[src/grp7_pkg.sv]
// Shared constants and the byte rebuild function of the group-of-seven packet decoder.
package grp7_pkg;

  localparam int unsigned PosW = 11;
  localparam int unsigned CountW = 10;

  localparam logic [PosW-1:0] HdrLen = 11'd7;
  localparam logic [PosW-1:0] OddCountPos = 11'd5;
  localparam logic [PosW-1:0] GroupCountPos = 11'd6;

  localparam logic [7:0] Low7Mask = 8'h7f;
  localparam logic [7:0] ChkMask = 8'h55;
  localparam logic [7:0] TopBit = 8'h80;

  localparam logic [CountW-1:0] DataCountMax = 10'd1016;

  // Slots one to seven take bit (7 - slot) of the carrier byte as bit 7; other slots give 0.
  function automatic logic [7:0] rebuild(input logic [7:0] msb, input logic [PosW-1:0] slot,
                                         input logic [7:0] low);
    logic hi;
    hi = 1'b0;
    if (slot >= 11'd1 && slot <= 11'd7) begin
      hi = msb[3'd7 - slot[2:0]];
    end
    return ({hi, 7'd0} & TopBit) | (low & Low7Mask);
  endfunction

endpackage

[src/group7_packet_decoder.sv]
// Top level of the group-of-seven data packet decoder.
// One received byte is accepted per clock cycle; each byte is decoded in the cycle it is
// accepted and gives zero or one result, which an output register holds in the next cycle.
// Input ready stays high while that register is empty or is being read, so a steady stream
// runs at one byte per cycle and only a stalled result request holds the input back.
// Header and MSB carrier bytes give no result; data bytes give a data result and the second
// checksum byte gives the final result with the mismatch flag and the byte count.
module group7_packet_decoder (
  input  logic                        clk_i,
  input  logic                        rst_ni,
  input  logic                        in_valid_i,
  output logic                        in_ready_o,
  input  logic [7:0]                  rx_byte_i,
  input  logic                        start_of_packet_i,
  output logic                        out_valid_o,
  input  logic                        out_ready_i,
  output logic [7:0]                  data_byte_o,
  output logic                        is_final_o,
  output logic                        checksum_error_o,
  output logic [grp7_pkg::CountW-1:0] data_count_o
);
  import grp7_pkg::*;

  logic            active_q, active_d;
  logic [PosW-1:0] pos_q, pos_d;
  logic [6:0]      odd_total_q, odd_total_d;
  logic [6:0]      group_total_q, group_total_d;
  logic [7:0]      odd_msb_q, odd_msb_d;
  logic [7:0]      group_msb_q, group_msb_d;
  logic [7:0]      csum_q, csum_d;
  logic [7:0]      even_bits_q, even_bits_d;

  logic              out_valid_q;
  logic [7:0]        data_byte_q;
  logic              is_final_q;
  logic              chk_err_q;
  logic [CountW-1:0] count_q;

  logic              accept;
  logic              res_valid;
  logic [7:0]        res_data;
  logic              res_final;
  logic              res_err;
  logic [CountW-1:0] res_count;

  logic              cur_active;
  logic [PosW-1:0]   cur_pos;
  logic [6:0]        cur_odd;
  logic [6:0]        cur_group;
  logic [7:0]        cur_odd_msb;
  logic [7:0]        cur_group_msb;
  logic [7:0]        cur_csum;
  logic [7:0]        cur_even;

  logic [PosW-1:0]   rel;
  logic [PosW-1:0]   rel_grp;
  logic [PosW-1:0]   rel_chk;
  logic [PosW-1:0]   odd_len;
  logic [PosW-1:0]   grp_len;
  logic [7:0]        expect_sum;
  logic [7:0]        dec;

  assign in_ready_o = !out_valid_q || out_ready_i;
  assign accept = in_valid_i && in_ready_o;

  always_comb begin
    // A start byte begins from cleared state, whatever was in progress.
    if (start_of_packet_i) begin
      cur_active    = 1'b1;
      cur_pos       = '0;
      cur_odd       = '0;
      cur_group     = '0;
      cur_odd_msb   = '0;
      cur_group_msb = '0;
      cur_csum      = '0;
      cur_even      = '0;
    end else begin
      cur_active    = active_q;
      cur_pos       = pos_q;
      cur_odd       = odd_total_q;
      cur_group     = group_total_q;
      cur_odd_msb   = odd_msb_q;
      cur_group_msb = group_msb_q;
      cur_csum      = csum_q;
      cur_even      = even_bits_q;
    end

    rel     = cur_pos - HdrLen;
    odd_len = {4'd0, cur_odd} + ((cur_odd != 7'd0) ? 11'd1 : 11'd0);
    rel_grp = rel - odd_len;
    grp_len = {1'b0, cur_group, 3'b000};
    rel_chk = rel_grp - grp_len;
    expect_sum = ((rx_byte_i & ChkMask) << 1) | cur_even;
    dec = '0;

    active_d      = cur_active;
    pos_d         = cur_pos;
    odd_total_d   = cur_odd;
    group_total_d = cur_group;
    odd_msb_d     = cur_odd_msb;
    group_msb_d   = cur_group_msb;
    csum_d        = cur_csum;
    even_bits_d   = cur_even;

    res_valid = 1'b0;
    res_data  = '0;
    res_final = 1'b0;
    res_err   = 1'b0;
    res_count = '0;

    if (cur_active) begin
      pos_d = cur_pos + 11'd1;
      if (cur_pos < HdrLen) begin
        csum_d = cur_csum ^ rx_byte_i;
        if (cur_pos == OddCountPos) begin
          odd_total_d = rx_byte_i[6:0];
        end else if (cur_pos == GroupCountPos) begin
          group_total_d = rx_byte_i[6:0];
        end
      end else if (rel < odd_len) begin
        if (rel == '0) begin
          odd_msb_d = rx_byte_i;
        end else begin
          dec       = rebuild(cur_odd_msb, rel, rx_byte_i);
          csum_d    = cur_csum ^ dec;
          res_valid = 1'b1;
          res_data  = dec;
        end
      end else if (rel_grp < grp_len) begin
        if (rel_grp[2:0] == 3'd0) begin
          group_msb_d = rx_byte_i;
        end else begin
          dec       = rebuild(cur_group_msb, {8'd0, rel_grp[2:0]}, rx_byte_i);
          csum_d    = cur_csum ^ dec;
          res_valid = 1'b1;
          res_data  = dec;
        end
      end else if (rel_chk == '0) begin
        even_bits_d = rx_byte_i & ChkMask;
      end else begin
        res_valid = 1'b1;
        res_final = 1'b1;
        res_err   = (cur_csum != expect_sum);
        res_count = {cur_group, 3'b000} - {3'd0, cur_group} + {3'd0, cur_odd};
        active_d  = 1'b0;
      end
    end
  end

  always_ff @(posedge clk_i or negedge rst_ni) begin
    if (!rst_ni) begin
      active_q      <= 1'b0;
      pos_q         <= '0;
      odd_total_q   <= '0;
      group_total_q <= '0;
      odd_msb_q     <= '0;
      group_msb_q   <= '0;
      csum_q        <= '0;
      even_bits_q   <= '0;
      out_valid_q   <= 1'b0;
    end else begin
      if (accept) begin
        active_q      <= active_d;
        pos_q         <= pos_d;
        odd_total_q   <= odd_total_d;
        group_total_q <= group_total_d;
        odd_msb_q     <= odd_msb_d;
        group_msb_q   <= group_msb_d;
        csum_q        <= csum_d;
        even_bits_q   <= even_bits_d;
        out_valid_q   <= res_valid;
      end else if (out_ready_i) begin
        out_valid_q <= 1'b0;
      end
    end
  end

  always_ff @(posedge clk_i) begin
    if (accept && res_valid) begin
      data_byte_q <= res_data;
      is_final_q  <= res_final;
      chk_err_q   <= res_err;
      count_q     <= res_count;
    end
  end

  assign out_valid_o      = out_valid_q;
  assign data_byte_o      = data_byte_q;
  assign is_final_o       = is_final_q;
  assign checksum_error_o = chk_err_q;
  assign data_count_o     = count_q;

endmodule

[config.mk]
export PLATFORM = sky130hd
export DESIGN_NAME = group7_packet_decoder
export DESIGN_NICKNAME = d
export VERILOG_FILES = /design/src/grp7_pkg.sv /design/src/group7_packet_decoder.sv
export SDC_FILE = /design/constraint.sdc
export NUM_CORES = 1
export LEC_CHECK = 0
export BUFFER_PORTS_ARGS = -buffer_cell sky130_fd_sc_hd__buf_2
export CELL_PAD_IN_SITES_DETAIL_PLACEMENT = 1
export CELL_PAD_IN_SITES_GLOBAL_PLACEMENT = 1
export CORE_MARGIN = 3
export CORE_UTILIZATION = 30
export DETAILED_ROUTE_END_ITERATION = 8
export PLACE_DENSITY_LB_ADDON = 0.05
export SYNTH_ARGS = -nofsm -noshare
export SYNTH_HDL_FRONTEND = slang
export SYNTH_SLANG_ARGS = --single-unit
[constraint.sdc]
create_clock -name clk_i -period 6.75 [get_ports clk_i]
set_clock_uncertainty 0.2 [all_clocks]
set_input_delay 1.0125 -clock clk_i [delete_from_list [all_inputs] [get_ports clk_i]]
set_output_delay 1.0125 -clock clk_i [all_outputs]
set_load 0.02 [all_outputs]
**Word-level counts from Yosys, hierarchy flattened**

Cells that the tools add are included.

- Mux-type cells: 70
- $add $sub $neg: 9
- Reduce and logical (&&, ||, !) cells: 13
- Eq/ne operators: 3
- Bitwise gates (word level): 7
- Magnitude comparators: 8

Operators with widths:

| kind | count |
|---|---|
| $mux W8 | 28 |
| $mux W7 | 9 |
| $mux W1 | 29 |
| $xor A8 B8 Y8 | 3 |
| $eq A11 B3 Y1 const B | 2 |
| $logic_not A11 Y1 | 2 |
| $mux W11 | 2 |
| $or A8 B7 Y8 | 2 |
| $add A11 B1 Y11 const B | 1 |
| $ge A11 B1 Y1 const B | 1 |
| $le A11 B3 Y1 const B | 1 |
| $lt A11 B10 Y1 | 1 |
| $lt A11 B3 Y1 const B | 1 |
| $lt A11 B8 Y1 | 1 |
| $sub A11 B10 Y11 | 1 |
| $sub A11 B3 Y11 const B | 1 |
| $sub A11 B8 Y11 | 1 |
| $add A10 B7 Y10 | 1 |
| $sub A10 B7 Y10 | 1 |
| $add A7 B1 Y8 | 1 |
| $lt A3 B4 Y1 const B | 2 |
| $ne A8 B8 Y1 | 1 |
| $or A8 B8 Y8 | 1 |
| $reduce_bool A7 Y1 | 1 |
| 12 further kinds | 16 |

- Register bits after elaboration: 79
- Output and inout bits: 22

**Depth between registers and ports, before layout**

Gate-level depths: netlist (run 1).

- Depth in word-level cells: 21
- Gate-level depth with buffers: 26
- Gate-level depth less buffers: 23

**Least setup slack after synthesis (run 1)**

OpenSTA, ideal clock, no wires.

- Path type: input to register
- From: input port start_of_packet_i
- To: register chk_err_q, in the netlist checksum_error_o (enable)
- Setup time: 377 ps
- Slack: 29 ps
- Cell stages on the path: 25
- Arrival: 6144 ps
- Data required time: 6173 ps
- Cells stage by stage: buf_2 > clkbuf_1 > buf_1 > nor2b_1 > ha_1 > buf_6 > a21oi_1 > xnor2_1 > nand2_1 > ha_1 > or2_2 > a21oi_1 > a21oi_1 > maj3_2 > a2111o_1 > xor2_1 > ha_1 > o21ai_0 > a21oi_1 > or2_2 > nor2_1 > a22o_2 > buf_4 > nand2_1 > nand2_1

- Longest elaborated chain between the ends: 13

Ends and longest elaborated chain:

| what | RTL line | RTL |
|---|---|---|
| start: declaration | group7_packet_decoder.sv:14 | `input logic start_of_packet_i,` |
| $mux W7 | group7_packet_decoder.sv:68 | `if (start_of_packet_i) begin` |
| $reduce_bool A7 Y1 | group7_packet_decoder.sv:89 | `odd_len = {4'd0, cur_odd} + ((cur_odd != 7'd0) ? 11'd1 : 11'd0);` |
| $mux W1 | group7_packet_decoder.sv:89 |  |
| $add A7 B1 Y8 | group7_packet_decoder.sv:89 |  |
| $sub A11 B8 Y11 | group7_packet_decoder.sv:90 | `rel_grp = rel - odd_len;` |
| $sub A11 B10 Y11 | group7_packet_decoder.sv:92 | `rel_chk = rel_grp - grp_len;` |
| $logic_not A11 Y1 | group7_packet_decoder.sv:138 | `end else if (rel_chk == '0) begin` |
| $mux W1 | group7_packet_decoder.sv:138 |  |
| $mux W1 | group7_packet_decoder.sv:129 | `end else if (rel_grp < grp_len) begin` |
| $mux W1 | group7_packet_decoder.sv:120 | `end else if (rel < odd_len) begin` |
| $mux W1 | group7_packet_decoder.sv:113 | `if (cur_pos < HdrLen) begin` |
| $mux W1 (*) | group7_packet_decoder.sv:111 | `if (cur_active) begin` |
| $logic_and A1 B1 Y1 (*) | group7_packet_decoder.sv:179 | `if (accept && res_valid) begin` |
| end signal: assignment | group7_packet_decoder.sv:182 | `chk_err_q <= res_err;` |
| end: declaration | group7_packet_decoder.sv:36 | `logic chk_err_q;` |

Every way passes the cells marked *; elsewhere a longest branch is shown, timed or not.
A chain may end at the register's enable or synchronous reset.

**Worst setup path after layout (run 1)**

- From: input port start_of_packet_i
- To: register data_byte_q[1], in the netlist data_byte_o[1] (enable)

- Longest elaborated chain between the ends: 13

Ends and longest elaborated chain:

| what | RTL line | RTL |
|---|---|---|
| $mux W7 | group7_packet_decoder.sv:68 |  |
| $reduce_bool A7 Y1 | group7_packet_decoder.sv:89 |  |
| $mux W1 | group7_packet_decoder.sv:89 |  |
| $add A7 B1 Y8 | group7_packet_decoder.sv:89 |  |
| $sub A11 B8 Y11 | group7_packet_decoder.sv:90 |  |
| $sub A11 B10 Y11 | group7_packet_decoder.sv:92 |  |
| $logic_not A11 Y1 | group7_packet_decoder.sv:138 |  |
| $mux W1 | group7_packet_decoder.sv:138 |  |
| $mux W1 | group7_packet_decoder.sv:129 |  |
| $mux W1 | group7_packet_decoder.sv:120 |  |
| $mux W1 | group7_packet_decoder.sv:113 |  |
| $mux W1 (*) | group7_packet_decoder.sv:111 |  |
| $logic_and A1 B1 Y1 (*) | group7_packet_decoder.sv:179 |  |
| end signal: assignment | group7_packet_decoder.sv:180 | `data_byte_q <= res_data;` |
| end: declaration | group7_packet_decoder.sv:34 | `logic [7:0] data_byte_q;` |

Marked as above.

==> results of run 1 <==
==> metal layers <==
layer | track usage [%] | up-vias | part of all wire [%]
met1 | 26.96 | 2423 | 47
li1 | - | 2307 | -
met3 | 2.447 | 15 | 3.2
met2 | 31.38 | 91 | 48
met4 | 4.063 | 0 | 1.2
met5 | 0 | - | 0
==> cells by family after synthesis <==
family                   count (synthesis)
adder cells (fa/ha/maj)                 39
AO/OA/AOI/OAI                          161
multiplexers                            15
flip-flops                              79
buffers and inverters                   74
AND/OR/NAND/NOR                        222
XOR/XNOR                                40
==> area by class of cell <==
class	count	area (sq um)	share of cell area [%]
clock buffer	10	229.0	3.600
clock inverter	6	36.28	0.5705
inverter	34	127.6	2.007
multi-input combinational	477	3343	52.57
sequential	79	2077	32.66
tap	229	286.5	4.505
timing repair buffer	46	260.3	4.092
==> state kept, by name (all words and copies together), names as in the netlist <==
name	flops
odd_msb_q	8
out_valid_o	1
checksum_error_o	1
odd_total_q	7
active_q	1
csum_q	8
pos_q	11
group_msb_q	8
is_final_o	1
group_total_q	7
data_count_o	10
data_byte_o	8
even_bits_q	8
==> final timing paths <==
| check | from | endpoint | slack, ps | cells past startpoint |
|---|---|---|---|---|
| max | start_of_packet_i | data_byte_o[1] | 500 | 25 |
| min | odd_msb_q[0] | odd_msb_q[0] | 300 | 1 |
| max reg2reg | odd_total_q[4] | data_count_o[7] | 870 | 20 |
| min reg2reg | odd_msb_q[0] | odd_msb_q[0] | 300 | 1 |
| max in group asynchronous | rst_ni | group_total_q[1] | 5160 | 2 |
| min in group asynchronous | rst_ni | pos_q[8] | 660 | 2 |
==> power by group <==
group	internal, mW	leakage, nW	switching [mW]	total, mW
clock	0.248	0.124	0.203	0.450
combinational	0.272	1.65	0.424	0.696
sequential	0.537	0.988	0.0910	0.628
==> synthesized netlist by cell type (all sizes together), types with 5 or more instances <==
master  count
nand2      76
dfrtp      59
nor2       49
o21ai      40
inv        34
ha         33
a21oi      28
clkbuf     28
xnor2      24
a22o       23
edfxtp     20
xor2       15
nor2b      14
and3       13
buf        12
nand3      11
nand4      11
nor3        9
nor4        8
o31ai       8
mux2i       7
o21a        7
o21bai      6
a211oi      5
a221o       5
a31oi       5
fa          5
nand2b      5
or2         5
or3         5
==> critical path: cells and delay by family <==
family,cells,cell delay (ps)
AO/OA/AOI/OAI,10,1950
AND/OR/NAND/NOR,5,1130
adder cells (fa/ha/maj),4,1040
buffers and inverters,5,750
XOR/XNOR,1,160
==> per-stage QoR <==
stage | area [sq um] | util (%) | worst slack, ps
after CTS | 6360 | 34.69 | 425.6
final | 6360 | 34.69 | 501.4
after floorplan | 5717 | - | 29.42
after global routing | 6360 | 34.69 | 13.14
after detailed placement | 6095 | 33.25 | 74.30
after global placement | 6095 | 33.25 | 192.6
==> impl_results.md, run 1 <==
* Post-Route WL at approximately 19 mm
* Setup repair bufs after CTS at 0
* Status: completed
* Syn Inst Count at 630
* Most used cell, CP: ha_1
* Reg clk slew, reported paths at about 60 ps
* Cell Count, Final, Fillers Out at between 800 and 900
* First-pass GRT wire length at 30.10 mm
* Asr flop ratio synth at around three quarters
* Via count of the routed design at a little under 5000
* Tot Pwr at 1.774 mW
* Layout cells sized above 1 at between 10% and 20%
* Primary FF master, synth: dfrtp_1
* Via/cell ratio at ~5.5
* Antenna viol nets, final at 0
* Crit Path Max Fanout at 20
* Post-Syn Area at ~0.0057 sq mm
* Hold-fix buffers, CTS at 0
* Inst Count DP at a little under 900
* Final setup viols at 0
* Setup TNS at 0 ps
* Peak supply drop at around 0.11 mV
* Iter 0 DRT Violations at roughly 220
* Compound-Gate Fraction of Synth Area at between 20 and 25%
* DR pass1 iterations at 5
* Worst setup SP type: primary input
* Clk sinks at 79
* Clk Latency, worst-skew pair at between 300 and 400 ps
* Number of synthesized flops with an enable pin at 20
* Average wire per cell in the routed design at about 22 um
* Post-CTS sizing at 0
* Core Footprint at between 0.015 and 0.02 sq mm
* ANT cells at 0
* Critical path required time at ~6600 ps
* GP Congestion at ~0.80
* Final Slew Violations at 0
* Syn_nets at around 680
* Worst Tran Pin Value at between 1000 and 1500 ps
* Total congestion overflow at 0
* IO Pins at 35
* DRC viols at 0
* Slowest CP cell: o41ai_1
* Critical path class: primary input to register
* Xor-xnor portion of the synthesized cell area at 6.369%
* Maxcap violations at 0
* H-tree depth at 3
* Die area at 0.02075 sq mm
* Seq cells post-synth at 79
* Mux cell area share after synthesis at ~3.6%
* Worst hold slack at 301.2 ps
* CTS root buf: clkbuf_16
* Dpl hpwl at about 14 mm
* Main combinational cell family by area after synthesis: compound AO/OA/AOI/OAI gates
* CTS Buf Count at 9
* Fin. Hold Viols at 0
* Row cnt at slightly below 50
* CTS tree: yes
* P&R area growth vs syn at 11.25%
* Vias in the first global route at roughly 5100
* Leading cell type in the layout, fill and taps excluded: nand2_1
* Starting Density at between 30% and 40%
* Die Wd at ~140 um
* PortBufs at 34
* Worst EP arrival at just over 6000 ps
* Most frequent cells in the layout: nand2_1, dfrtp_1, nor2_1
* PD cells at around 280 mW/mm^2
* Clock Tree Buf Depth at 2
* Largest net degree at the start of global routing at 60
* CP Capture Type: register
* P_leak at between 2 and 3 nW
* Worst path max stage delay at between 600 and 700 ps
* Synth cell types at ~70
* Post-Synth Simple-Gate Area at 19.02%
* Hold crit path type: register to register
* Final worst-path cycle share at between 90% and 100%
* Synth top area share at approximately a quarter
* Avg Cell Area, Syn at roughly 9 sq um
* Synth top area cells: dfrtp_1, edfxtp_1, ha_1
* RSZ-0062 raised after global routing: no
* Fmax at between 150 and 200 MHz
* Final min period at 6249 ps
* Relative slew slack at slightly below 8%
* Layout Nets at 698
* Die H at 144.0 um
* Fillers at approximately 2100
* Overall Global Routing Usage at 19.06%
* Sequential fraction of the synthesis area at 36.33%
* Adder-Cell Fraction of Synth Area at 9.170%
* Synthesis warning total at 0
* Antenna violations before repair at 0
* Cell taking the most area after synthesis: dfrtp_1
Power figures use the tool's default switching activity.
==> run 2, diff against run 1 <==
--- a/config.mk
+++ b/config.mk
@@ -10,8 +10,9 @@
 export CELL_PAD_IN_SITES_GLOBAL_PLACEMENT = 1
 export CORE_MARGIN = 3
 export CORE_UTILIZATION = 30
+export CTS_BUF_LIST = sky130_fd_sc_hd__clkbuf_2 sky130_fd_sc_hd__clkbuf_4 sky130_fd_sc_hd__clkbuf_8
 export DETAILED_ROUTE_END_ITERATION = 8
-export PLACE_DENSITY_LB_ADDON = 0.05
+export PLACE_DENSITY_LB_ADDON = 0.1
 export SYNTH_ARGS = -nofsm -noshare
 export SYNTH_HDL_FRONTEND = slang
 export SYNTH_SLANG_ARGS = --single-unit
==> run 2 against run 1 <==
Effect of this change:
- wire length down 3.6%
- utilization fell by 0.40 points
- die area stayed put
- via count decreased by 0.60%
- first-iteration DRC count fell by 13%
- critical path type unchanged
- largest cell class unchanged
- highest routed layer unchanged
==> impl_results.md, run 2 (same netlist as run 1, synthesis figures left out) <==
* Status: completed
* Worst EP arrival at 5980 ps (-80 ps)
* Hold-fix buffers, CTS at 0 (unchanged)
* Worst path max stage delay at 530 ps (-110 ps)
* Maxcap violations at 0 (unchanged)
* Top delay family on crit path: compound AO/OA/AOI/OAI gates
* Gate power share at 41.0% (+1.8 points)
* ANT cells at 0 (unchanged)
* Placed Area at 0.006092 sq mm (about the same)
* CTS Buf Count at 9 (unchanged)
* Clock Power Share at 21.7% (-3.7 points)
* Die Wd at 144.0 um (unchanged)
* Clk Latency, worst-skew pair at 370 ps (+30 ps)
* P&R area growth vs syn at 9.980%
* Die area at 0.02075 sq mm (unchanged)
* Worst setup SP type: primary input
* Switch Pwr at 691.6 uW (-3.6%)
* Largest net degree at the start of global routing at 60 (unchanged)
* First-pass GRT wire length at 29.48 mm (-2.0%)
* Peak supply drop at 0.08898 mV (-22%)
* Worst path bufs/invs at 5 (unchanged)
* Crit path cell chain: buf_2 > inv_1 > buf_12 > nand2_1 > ha_1 > nor3b_1 > a2bb2oi_1 > ha_1 > inv_1 > fa_1 > a211oi_1 > o21bai_1 > a21oi_1 > xnor2_1 > ha_1 > o31ai_1 > a21oi_1 > or2_2 > nor2_1 > a22o_2 > nand2_1 > nand2_1 > buf_4
* Vias in the first global route at 5131 (-0.14%)
* Critical path class: primary input to register
* Leading cell type in the layout, fill and taps excluded: nand2_1
* Reg2reg start: odd_total_q[4]
* Reg2Reg Setup Slack at 840 ps (-30 ps)
* Setup TNS at 0 ps (unchanged)
* Fillers at 2107 (+0.72%)
* RSZ-0062 raised after global routing: no
* Crit Path Max Fanout at 37 (+85%)
* Clk sinks at 79 (unchanged)
* DRC viols at 0 (unchanged)
* Post-Route WL at 18.32 mm (-3.6%)
* Total congestion overflow at 0 (unchanged)
* H-tree depth at 3 (unchanged)
* Final min period at 6127 ps (-121.9 ps)
* IO Pins at 35 (unchanged)
* Cell depth of the worst setup path at 23 (-8.0%)
* Die H at 144.0 um (unchanged)
* Row cnt at 49 (unchanged)
* CTS root buf: clkbuf_8
* Switch share at 41.10% (+0.68 points)
* P_leak at 2.737 nW (-0.93%)
* Core Footprint at 0.01833 sq mm (unchanged)
* Final Core Density at 34.30% (-0.40 points)
* Via/cell ratio at 5.469 (-0.37%)
* Final Slew Violations at 0 (unchanged)
* Largest reg by FF count: pos_q
* Overall Global Routing Usage at 18.65% (-0.41 points)
* Reg clk slew, reported paths at 80 ps (+20 ps)
* Worst Tran Pin Value at 1250 ps (-120.1 ps)
* Internal at 991.2 uW (-6.2%)
* PD cells at 267.6 mW/mm^2 (-4.1%)
* CP Capture Type: register
* R2R depth at 19 (-5.0%)
* Post-CTS sizing at 0 (unchanged)
* Sequential Power Share at 37.4% (+2.0 points)
* Crit Reg-Reg Endpoint: data_byte_o[4]
* Relative slew slack at 15.93% (+8.1 points)
* Final worst-path cycle share at 90.77% (-1.8 points)
* Hold path startpoint: odd_msb_q[2]
* CTS tree: yes
* Final instance area at 0.006287 sq mm (-1.1%)
* Dpl hpwl at 13.67 mm (-2.1%)
* DR pass1 iterations at 4 (-1)
* Fin. Hold Viols at 0 (unchanged)
* Iter 0 DRT Violations at 193 (-13%)
* Worst Setup SP: start_of_packet_i
* Crit path capture: data_byte_o[4]
* Clock Tree Buf Depth at 2 (unchanged)
* Final setup viols at 0 (unchanged)
* Average wire per cell in the routed design at 20.84 um (-3.4%)
* Critical path required time at 6600 ps (+30 ps)
* Max reg flops at 11 (unchanged)
* Tot Pwr at 1.683 mW (-5.2%)
* Slowest CP cell: o31ai_1
* Via count of the routed design at 4807 (-0.60%)
* Setup repair bufs after CTS at 0 (unchanged)
* Layout Nets at 696 (-0.29%)
* Most frequent cells in the layout: nand2_1, dfrtp_1, nor2_1
* Hold crit path type: register to register
* Fmax at 163.2 MHz (+2.0%)
* Layout cells sized above 1 at 12.77% (+0.19 points)
* GP Congestion at 0.8637 (+8.4%)
* Antenna viol nets, final at 0 (unchanged)
* Antenna violations before repair at 0 (unchanged)
* Starting Density at 31.19% (unchanged)
* PortBufs at 34 (unchanged)
run 2: worst min-delay path by stage:
stage / to / slack [ps] / cells past startpoint
after floorplan: group_total_q[0] / 260 / 1
after global placement: odd_msb_q[6] / 290 / 1
after detailed placement: group_total_q[3] / 300 / 1
after CTS: odd_msb_q[2] / 320 / 1
after global routing: odd_msb_q[6] / 340 / 1
final: odd_msb_q[2] / 310 / 1
run 2: power groups by stage:
stage | sequential (mW) | clock (mW) | combinational, mW
floorplan | 0.592 | 0 | 0.518
global placement | 0.637 | 0 | 0.672
detailed placement | 0.638 | 0 | 0.692
CTS | 0.628 | 0.381 | 0.696
global route | 0.641 | 0.400 | 0.776
finish | 0.629 | 0.365 | 0.689
run 2: final cells by class:
cell class | instances | area (sq um) | area share, %
Tap cell | 229 | 286.5 | 4.557
Clock buffer | 12 | 146.4 | 2.328
Clock inverter | 4 | 48.80 | 0.7761
Inverter | 34 | 127.6 | 2.030
Sequential cell | 79 | 2077 | 33.03
Multi-Input combinational cell | 477 | 3343 | 53.17
Timing Repair Buffer | 44 | 257.7 | 4.099
run 2: metrics by stage:
| step | hold slack, ps | setup slack [ps] | std cells |
|---|---|---|---|
| after floorplan | 265.0 | 29.42 | 630 |
| after global placement | 288.1 | 337.9 | 863 |
| after detailed placement | 298.0 | 194.6 | 863 |
| after CTS | 318.8 | 598.9 | 879 |
| after global routing | 341.2 | 125.2 | 879 |
| final | 310.5 | 623.2 | 879 |
run 2: per-layer routing:
layer  up-vias  track usage [%]  part of all wire, %
met5         -                0                    0
met4         0            4.708                  1.4
met3        18            2.943                  2.4
met2        54            31.75                   49
met1      2432            24.84                   48
li1       2303                -                    -
run 2: worst register-to-register path, cell delays in order, from the launching register on:
cell       delay [ps]
dfrtp_1           490
or4_1             600
nor3b_1           230
a2bb2oi_1         300
ha_1              240
inv_1              60
fa_1              410
a211oi_1          270
o21bai_1          120
a21oi_1           260
xnor2_1           140
ha_1              260
o31ai_1           530
a21oi_1           160
or2_2             350
nor2_1            170
a22o_2            350
nand2_1           120
nand2_1            80
buf_4             270
==> run 3, diff against run 2 <==
==> constraint.sdc (replaced) <==
create_clock -name clk_i -period 7.03 [get_ports clk_i]
set_clock_uncertainty 0.2 [all_clocks]
set_input_delay 1.0545 -clock clk_i [delete_from_list [all_inputs] [get_ports clk_i]]
set_output_delay 1.0545 -clock clk_i [all_outputs]
set_load 0.02 [all_outputs]
==> run 3 against run 2 <==
Effect of this change:
- sequential power down 4.1%
- clock-buffer cell count fell by 1
- first-iteration DRC count shrank 2.1%
- hold slack better by 6.5 ps
- largest power group unchanged
- highest routed layer unchanged
==> impl_results.md, run 3 (same netlist as run 1, synthesis figures left out) <==
* Final worst-path cycle share at between 80 and 90%
* Slowest CP cell: o41ai_1
* Vias in the first global route at 5152 (+0.41%)
* H-tree depth at 3 (unchanged)
* Dpl hpwl at 13.73 mm (+0.44%)
* Reg2reg start: odd_total_q[4]
* DRC viols at 0 (unchanged)
* Worst Tran Pin Value at 1234 ps (-15.77 ps)
* Leading cell type in the layout, fill and taps excluded: nand2_1
* Setup repair bufs after CTS at 0 (unchanged)
* Hold depth at 1 (unchanged)
* CTS root buf: clkbuf_8
* Placed Area at 0.006072 sq mm (-0.33%)
* Fillers at 2114 (+0.33%)
* PD cells at 255.7 mW/mm^2 (-4.5%)
* Hold path startpoint: group_total_q[0]
* Antenna violations before repair at 0 (unchanged)
* Top delay family on crit path: compound AO/OA/AOI/OAI gates
* Hold-fix buffers, CTS at 0 (unchanged)
* Die area at 0.02075 sq mm (unchanged)
* Pre-CTS WS at 476.1 ps (+281.5 ps)
* Cell Count, Final, Fillers Out at 878 (-0.11%)
* Max reg flops at 11 (unchanged)
* Antenna viol nets, final at 0 (unchanged)
* Hold Path End: group_total_q[0]
* Iter 0 DRT Violations at 189 (-2.1%)
* Clock Power Share at 22.0% (+0.3 points)
* Fmax at 160.8 MHz
* Post-CTS sizing at 0 (unchanged)
* P&R area growth vs syn at 9.652%
* Final setup viols at 0 (unchanged)
* Tot Pwr at 1.603 mW (-4.8%)
* Total congestion overflow at 0 (unchanged)
* Min setup slack post-route at 812.1 ps (+188.9 ps)
* Multi-input logic area at 0.003343 sq mm (unchanged)
* Row cnt at 49 (unchanged)
* Maxcap violations at 0 (unchanged)
* Largest reg by FF count: pos_q
* Overall Global Routing Usage at 18.54% (-0.11 points)
* Internal at 942.8 uW (-4.9%)
* Final Slew Violations at 0 (unchanged)
* Hold crit path type: register to register
* RSZ-0062 raised after global routing: no
* ANT cells at 0 (unchanged)
* Reg2Reg Setup Slack at 1200 ps (+360 ps)
* Core Footprint at 0.01833 sq mm (unchanged)
* Worst setup SP type: primary input
* GP Congestion at 0.8070 (-6.6%)
* Storage cell area at 0.002077 sq mm (unchanged)
* Die Wd at 144.0 um (unchanged)
* Gate power share at 40.4% (-0.6 points)
* Final min period at 6218 ps
* Worst path bufs/invs at 5 (unchanged)
* IO Pins at 35 (unchanged)
* Switch Pwr at 659.7 uW (-4.6%)
* CTS Buf Count at 9 (unchanged)
* Largest net degree at the start of global routing at 60 (unchanged)
* Final instance area at 0.006269 sq mm (-0.30%)
* Final Core Density at 34.20% (-0.10 points)
* Peak supply drop at 0.1118 mV (+26%)
* Layout cells sized above 1 at 12.48% (-0.29 points)
* Critical path class: primary input to register
* First-pass GRT wire length at 29.38 mm (-0.35%)
* Worst hold slack at 316.9 ps (+6.476 ps)
* Post-Route WL at 18.29 mm (-0.13%)
* Die H at 144.0 um (unchanged)
* DR pass1 iterations at 4 (unchanged)
* Relative slew slack at 16.99% (+1.1 points)
* Fin. Hold Viols at 0 (unchanged)
* Clock Tree Buf Depth at 2 (unchanged)
* Most used cell, CP: ha_1
* Switch share at 41.17% (+0.069 points)
* Status: completed
* Clk Latency, worst-skew pair at 370 ps (about the same)
* Sequential Power Share at 37.6% (+0.2 points)
* Worst EP arrival at 6070 ps (+90 ps)
* PortBufs at 34 (unchanged)
* Reg clk slew, reported paths at 90 ps (about the same)
* Starting Density at 31.19% (unchanged)
* Critical path required time at 6880 ps (+280 ps)
* Inst Count DP at 862 (-0.12%)
* Via count of the routed design at 4778 (-0.60%)
* Crit Reg-Reg Endpoint: data_byte_o[0]
* CP Capture Type: register
* Most frequent cells in the layout: nand2_1, dfrtp_1, nor2_1
* Worst path max stage delay at 620 ps (+90 ps)
* Setup TNS at 0 ps (unchanged)
* Clk sinks at 79 (unchanged)
* Average wire per cell in the routed design at 20.83 um (about the same)
* Layout Nets at 695 (-0.14%)
* R2R depth at 19 (unchanged)
* P_leak at 2.718 nW (-0.72%)
* Via/cell ratio at 5.442 (-0.49%)
* Crit Path Max Fanout at 20 (-46%)
* CTS tree: yes
==> run 3: power groups by stage <==
stage | Clock (mW) | Combinational (mW) | Sequential (mW)
detailed placement | 0 | 0.652 | 0.611
global route | 0.382 | 0.729 | 0.613
CTS | 0.363 | 0.656 | 0.602
finish | 0.352 | 0.648 | 0.603
global placement | 0 | 0.634 | 0.610
floorplan | 0 | 0.497 | 0.568
==> run 3: routing by layer <==
| metal | GRT usage (%) | share of wire (%) |
|---|---|---|
| met5 | 0 | 0 |
| met4 | 5.104 | 1.6 |
| met3 | 2.513 | 3.0 |
| met2 | 31.75 | 49 |
| met1 | 24.62 | 46 |
==> run 3: how the worst max path moves through the flow <==
stage                                 start               end  slack, ps  depth (start not counted)
after floorplan           start_of_packet_i  checksum_error_o        270                         25
after global placement    start_of_packet_i   data_count_o[4]        610                         23
after detailed placement  start_of_packet_i   data_count_o[4]        480                         25
after CTS                 start_of_packet_i    data_byte_o[0]        840                         25
after global routing      start_of_packet_i   data_count_o[7]        330                         20
final                     start_of_packet_i    data_byte_o[0]        810                         25
==> run 3: layout make-up <==
| type | count | share of cell area [%] |
|---|---|---|
| clock buffers | 11 | 2.216 |
| clock inverters | 5 | 0.9182 |
| inverters | 34 | 2.036 |
| multi-input cells | 477 | 53.33 |
| flip-flops and latches | 79 | 33.13 |
| well taps | 229 | 4.571 |
| repair buffers | 43 | 3.792 |
